**src/rtl/lr_table_parse_engine_unit_macros.svh**
```systemverilog
// Assertion macros shared by the parse engine RTL.
// Included by the modules that carry concurrent checks; no other dependencies.
`ifndef LR_TABLE_PARSE_ENGINE_UNIT_MACROS_SVH
`define LR_TABLE_PARSE_ENGINE_UNIT_MACROS_SVH

// Same-cycle implication, disabled while reset is asserted.
`define LRPE_ASSERT_IMPLY(label, clk, rstn, ante, cons, msg) \
    label: assert property (@(posedge clk) disable iff (!rstn) (ante) |-> (cons)) \
        else $error(msg);

// Next-cycle implication, disabled while reset is asserted.
`define LRPE_ASSERT_NEXT(label, clk, rstn, ante, cons, msg) \
    label: assert property (@(posedge clk) disable iff (!rstn) (ante) |=> (cons)) \
        else $error(msg);

`endif

```
**src/rtl/lrpe_pkg.sv**
```systemverilog
// Shared types and codes of the LR table parse engine.
// No dependencies; used by every module of the engine.
package lrpe_pkg;

    localparam int FIELD_W = 13;

    localparam logic [1:0] KIND_LOAD    = 2'd0;
    localparam logic [1:0] KIND_TOKEN   = 2'd1;
    localparam logic [1:0] KIND_RESTART = 2'd2;

    localparam logic [2:0] SEL_ACTION    = 3'd0;
    localparam logic [2:0] SEL_ROW_START = 3'd1;
    localparam logic [2:0] SEL_GOTO      = 3'd2;
    localparam logic [2:0] SEL_GOTO_ROW  = 3'd3;
    localparam logic [2:0] SEL_LHS       = 3'd4;
    localparam logic [2:0] SEL_LENGTH    = 3'd5;

    localparam logic [2:0] EV_SHIFT   = 3'd0;
    localparam logic [2:0] EV_REDUCE  = 3'd1;
    localparam logic [2:0] EV_ACCEPT  = 3'd2;
    localparam logic [2:0] EV_ABORT   = 3'd3;
    localparam logic [2:0] EV_SYNTAX  = 3'd4;
    localparam logic [2:0] EV_DISCARD = 3'd5;
    localparam logic [2:0] EV_LIMIT   = 3'd6;
    localparam logic [2:0] EV_LOADED  = 3'd7;

    localparam logic [2:0] ACT_SHIFT  = 3'd0;
    localparam logic [2:0] ACT_REDUCE = 3'd1;
    localparam logic [2:0] ACT_ACCEPT = 3'd2;
    localparam logic [2:0] ACT_ERROR  = 3'd3;

    localparam logic [15:0] DEFAULT_MARK = 16'hFC18;
    localparam logic [15:0] END_TOKEN    = 16'hFFFF;

    localparam int GOTO_ROWS   = 512;
    localparam int GOTO_ROWS_W = 9;
    localparam logic [6:0] MAX_RES   = 7'd64;
    localparam logic [6:0] LAST_MID  = 7'd63;

    typedef struct packed {
        logic [2:0]  sel;
        logic [11:0] addr;
        logic [15:0] data;
    } ld_t;

    typedef struct packed {
        logic [2:0]         ev;
        logic [FIELD_W-1:0] val;
        logic               last;
    } res_t;

endpackage

```
**src/rtl/lrpe_stack.sv**
```systemverilog
// State stack memory of the parse engine, one write and one registered read.
// The bottom entry always reads as state zero; depends on lrpe_pkg.
module lrpe_stack #(
    parameter int STACK_DEPTH = 256,
    localparam int KIW = $clog2(STACK_DEPTH)
) (
    input  logic                         aclk,
    input  logic                         we,
    input  logic [KIW-1:0]               wa,
    input  logic [lrpe_pkg::FIELD_W-1:0] wd,
    input  logic                         rd_en,
    input  logic [KIW-1:0]               ra,
    output logic [lrpe_pkg::FIELD_W-1:0] rd
);

    logic [lrpe_pkg::FIELD_W-1:0] stk_mem [STACK_DEPTH];
    logic [lrpe_pkg::FIELD_W-1:0] rd_data_reg;
    logic                         rd_bottom_reg;

    always_ff @(posedge aclk) begin
        if (we) stk_mem[wa] <= wd;
        if (rd_en) begin
            rd_data_reg   <= stk_mem[ra];
            rd_bottom_reg <= (ra == '0);
        end
    end

    assign rd = rd_bottom_reg ? '0 : rd_data_reg;

endmodule

```
**config.mk**
```make
export PLATFORM = sky130hd
export DESIGN_NAME = lrpe_stack
export DESIGN_NICKNAME = d
export VERILOG_FILES = /design/src/rtl/lr_table_parse_engine_unit_macros.svh /design/src/rtl/lrpe_pkg.sv /design/src/rtl/lrpe_stack.sv
export SDC_FILE = /design/constraint.sdc
export NUM_CORES = 2
export LEC_CHECK = 0
export BUFFER_PORTS_ARGS = -buffer_cell sky130_fd_sc_hd__buf_2
export CORE_AREA = 2 2 572 574
export CTS_CLUSTER_SIZE = 14
export DETAILED_ROUTE_END_ITERATION = 7
export DIE_AREA = 0 0 574 576
export PLACE_DENSITY = 0.52
export SYNTH_ARGS = -nofsm -noshare
export SYNTH_HDL_FRONTEND = slang
export SYNTH_SLANG_ARGS = --single-unit
```
**constraint.sdc**
```tcl
create_clock -name aclk -period 6.3 [get_ports aclk]
set_input_delay 0.63 -clock aclk [delete_from_list [all_inputs] [get_ports aclk]]
set_output_delay 0.63 -clock aclk [all_outputs]
set_load 0.02 [all_outputs]
```
**Word-level counts from Yosys, hierarchy flattened**

Memory sizes are Yosys's and may differ from the RTL's. A register that Yosys moved wholly into a read port is not among the register bits.
Cells that the tools add are included.

- Memory bits (writable): 3,328
- Flip-flop bits (word level): 1
- Bits of input ports: 32
- Word-level logic and storage cells: 6
- Memories: 1
- Output and inout bits: 13

Memories:

| memory | depth | bits a word | rd ports | clocked after memory_dff | write ports | line | source |
|---|---|---|---|---|---|---|---|
| stk_mem | 256 | 13 | 1 | 1 | 1 | lrpe_stack.sv:16 | `logic [lrpe_pkg::FIELD_W-1:0] stk_mem [STACK_DEPTH];` |

- Reductions and logical operators: 1
- Mux-type cells: 3

Operators with widths:

| kind | count |
|---|---|
| 13-bit two-way mux | 1 |
| 8-bit logical NOT | 1 |
| 1-bit two-way mux | 2 |

**Logic depth before layout (Yosys ltp)**

- Word-level depth: 2
- Gate-level depth with buffers: 13
- Mapped depth without buffers: 6

**Worst setup path before layout**

No wires, ideal clock.

- Path type: in2reg
- From: input port ra[0]
- To: register rd_data_reg[2] in the netlist's numbering (read register of stk_mem) (data pin)
- Required time: 6.030 ns
- Stages on the path: 9
- Path slack: 3.415 ns
- Arrival time: 2.615 ns
- Library setup time: 0.270 ns
- Path through: buf_6 buf_6 buf_6 buf_2 mux4_2 a22oi_1 a21oi_1 a2111oi_0 o32ai_1

RTL lines:

| item | line | source |
|---|---|---|
| start: declaration | lrpe_stack.sv:12 | `input logic [KIW-1:0] ra,` |
| end: declaration | lrpe_stack.sv:17 | `logic [lrpe_pkg::FIELD_W-1:0] rd_data_reg;` |

==> impl_metrics.json <==
{
  "crit_required_ns": 6.94,
  "io_buffers": 44,
  "grt_usage": 0.233,
  "tightest_slew_ns": 1.38,
  "post_cts_buffers": 0,
  "vias_per_cell": 5.89,
  "drt_first_pass_iters": 6,
  "grt_first_pass_wirelength_um": 539000,
  "synth_area_per_cell_sq_um": 21.3,
  "yosysSeqAreaShare": 0.776,
  "worstSetupPathType": "in -> reg",
  "crit_family": "compound AO/OA/AOI/OAI gates",
  "drt_wl_total_um": 392000,
  "syn_to_final_growth_pct": 14.3,
  "critPathMaxStageDelay_ns": 1.09,
  "crit_slowest_cell": "a311oi_1",
  "cts_resized": 0,
  "clk_latency_ns": 0.93,
  "layout.nets": 6556,
  "die_h_um": 576,
  "crit_fanout": 51,
  "final_cell_area_sq_um": 148000,
  "path_cells": "buf_12, buf_12, buf_12, mux4_2, a221oi_1, o21ai_0, a311oi_1, o32ai_1",
  "synthCells": 6078,
  "cp-end-kind": "flop",
  "numCtsBuffers": 354,
  "start_util": 0.398,
  "skew_ns": 0.0466,
  "maxSlewViolCount": 0,
  "drc": 0,
  "cp_num_buf_inv": 3,
  "r2r_cells": 5,
  "fmax_mhz": 241,
  "num_vias": 65847,
  "max_slew_margin": 0.0768,
  "syn-cell-area_sq_um": 129000,
  "maxCapViolCount": 0,
  "htreeDepth": 5,
  "dp_hpwl_um": 236000,
  "min_path_type": "in -> reg",
  "synth_edf_count": 3342,
  "cellPowerDensity_nw_per_um2": 321,
  "leakagePower_uw": 0.0468,
  "grt_antenna_before_repair": 27,
  "first_global_vias": 64844,
  "worstHoldPathCells": 1,
  "cts.sinks": 3342,
  "holdBufCountCts": 0,
  "path_clk_slew_ns": 0.06,
  "gp_routability_congestion": 0.833,
  "io-pin-count": 45,
  "tns_ns": 0,
  "synth_cell_types": 75,
  "final_layout_size_suffix_gt1_frac": 0.244,
  "placementRows": 210,
  "layout.cells.non_filler": 11176,
  "clock_path_buffers": 4,
  "cts_tree": "built",
  "cp.depth": 8,
  "grt_max_degree": 161,
  "synth_fp_nets": 6110,
  "cts-root-buf": "clkbuf_16",
  "ant_nets": 0,
  "place_inst": 10514,
  "ys_ff_latch": 3342,
  "start_kind": "input pin",
  "arrival_ns": 4.78,
  "die-width_um": 574,
  "yosysWarnings": 0,
  "cpMostUsedCell": "buf_12",
  "setup_viol_count_final": 0,
  "rsz0062_at_grt": "false",
  "fin_crit_sh": 0.658,
  "largest_reg_flops": 3328,
  "placed_area_sq_um": 137000,
  "drtIter0Drc": 8883,
  "worst_ir_drop_vdd_mv": 0.204,
  "finalHoldViolCount": 0,
  "period_needed_ns": 4.14,
  "dieArea_sq_um": 331000,
  "gr-total-overflow": 0,
  "ys_async_sr_fraction": 0,
  "fp.coreArea_sq_um": 325000,
  "status": "finished, final reports clean",
  "synth_top_flop_cell": "edfxtp_1",
  "wire_per_inst_um": 35.1
}
==> through the flow <==
step	utilization	power (uW)	hold WS, ns	setup slack [ns]
final	0.455	47400	0.134	2.16
after global placement	0.420	27500	1.02	1.11
after floorplan	-	26200	0.729	3.41
after global routing	0.454	48700	0.145	2.10
after detailed placement	0.420	27500	1.03	1.23
after CTS	0.454	47800	0.118	2.24
==> logic make-up (layout without fill, tap and decap cells) <==
kind of cell	after synthesis	after routing	synth area share
and+or+nand+nor	570	570	0.0193
AOI/OAI and AO/OA	654	654	0.0364
buffers and inverters	382	1105	0.0189
muxes	1130	1130	0.150
other	0	29	0
DFF	3342	3342	0.776
==> layer usage <==
metal,share of wire,wire [um],up-vias,global-route usage
met5,0.000033,13,-,0
met4,0.035,13900,2,0.0781
met3,0.074,29100,530,0.0368
met2,0.47,183000,2862,0.363
met1,0.42,166000,35900,0.336
li1,-,-,26553,-
==> power breakdown <==
| group | switching (uW) | internal (uW) | total [uW] |
|---|---|---|---|
| registers | 16.0 | 24500 | 24500 |
| clock network | 8660 | 11700 | 20400 |
| logic | 1750 | 749 | 2500 |
==> cell usage in the layout, fill, tap and decap left out, drive strengths merged, types with 39 or more instances in the layout <==
cell,count
edfxtp,3342
mux4,631
buf,464
mux2i,448
clkbuf,433
nor2,308
clkinv,149
a21oi,114
nand2,103
a22oi,94
o22ai,93
o221ai,83
a221oi,55
o21ai,53
mux2,51
nand3,39
==> path summary, 6_finish.rpt <==
kind	startpoint	endpoint	slack, ns
worst max-delay path	ra[0]	rd_data_reg[5]$_DFFE_PP_	2.16
worst min-delay path	wd[9]	stk_mem[196][9]$_DFFE_PP_	0.13
worst max register to register	stk_mem[223][5]$_DFFE_PP_	rd_data_reg[5]$_DFFE_PP_	2.89
worst min register to register	stk_mem[14][9]$_DFFE_PP_	rd_data_reg[9]$_DFFE_PP_	1.06
==> cell usage after synthesis, types with 54 or more instances <==
| library cell | n | area share |
|---|---|---|
| buf_2 | 80 | 0.0031 |
| buf_6 | 75 | 0.0065 |
| nor2_1 | 307 | 0.0089 |
| mux4_2 | 605 | 0.11 |
| clkbuf_1 | 161 | 0.0047 |
| nand2_1 | 103 | 0.0030 |
| a22oi_1 | 94 | 0.0055 |
| mux2i_1 | 448 | 0.035 |
| o22ai_1 | 93 | 0.0045 |
| edfxtp_1 | 3342 | 0.78 |
| a221oi_1 | 54 | 0.0037 |
| o221ai_1 | 82 | 0.0056 |
| a21oi_1 | 113 | 0.0044 |
==> area by class of cell <==
class	count	area (sq um)
diodes	29	72.6
clock buffers	433	9200
clock inverters	200	2000
fillers	27534	177000
inverters	8	40.0
multi-input cells	2354	26800
flip-flops and latches	3342	100000
well taps	4346	5440
repair buffers	464	3970
(Power assumes the default switching activity.)
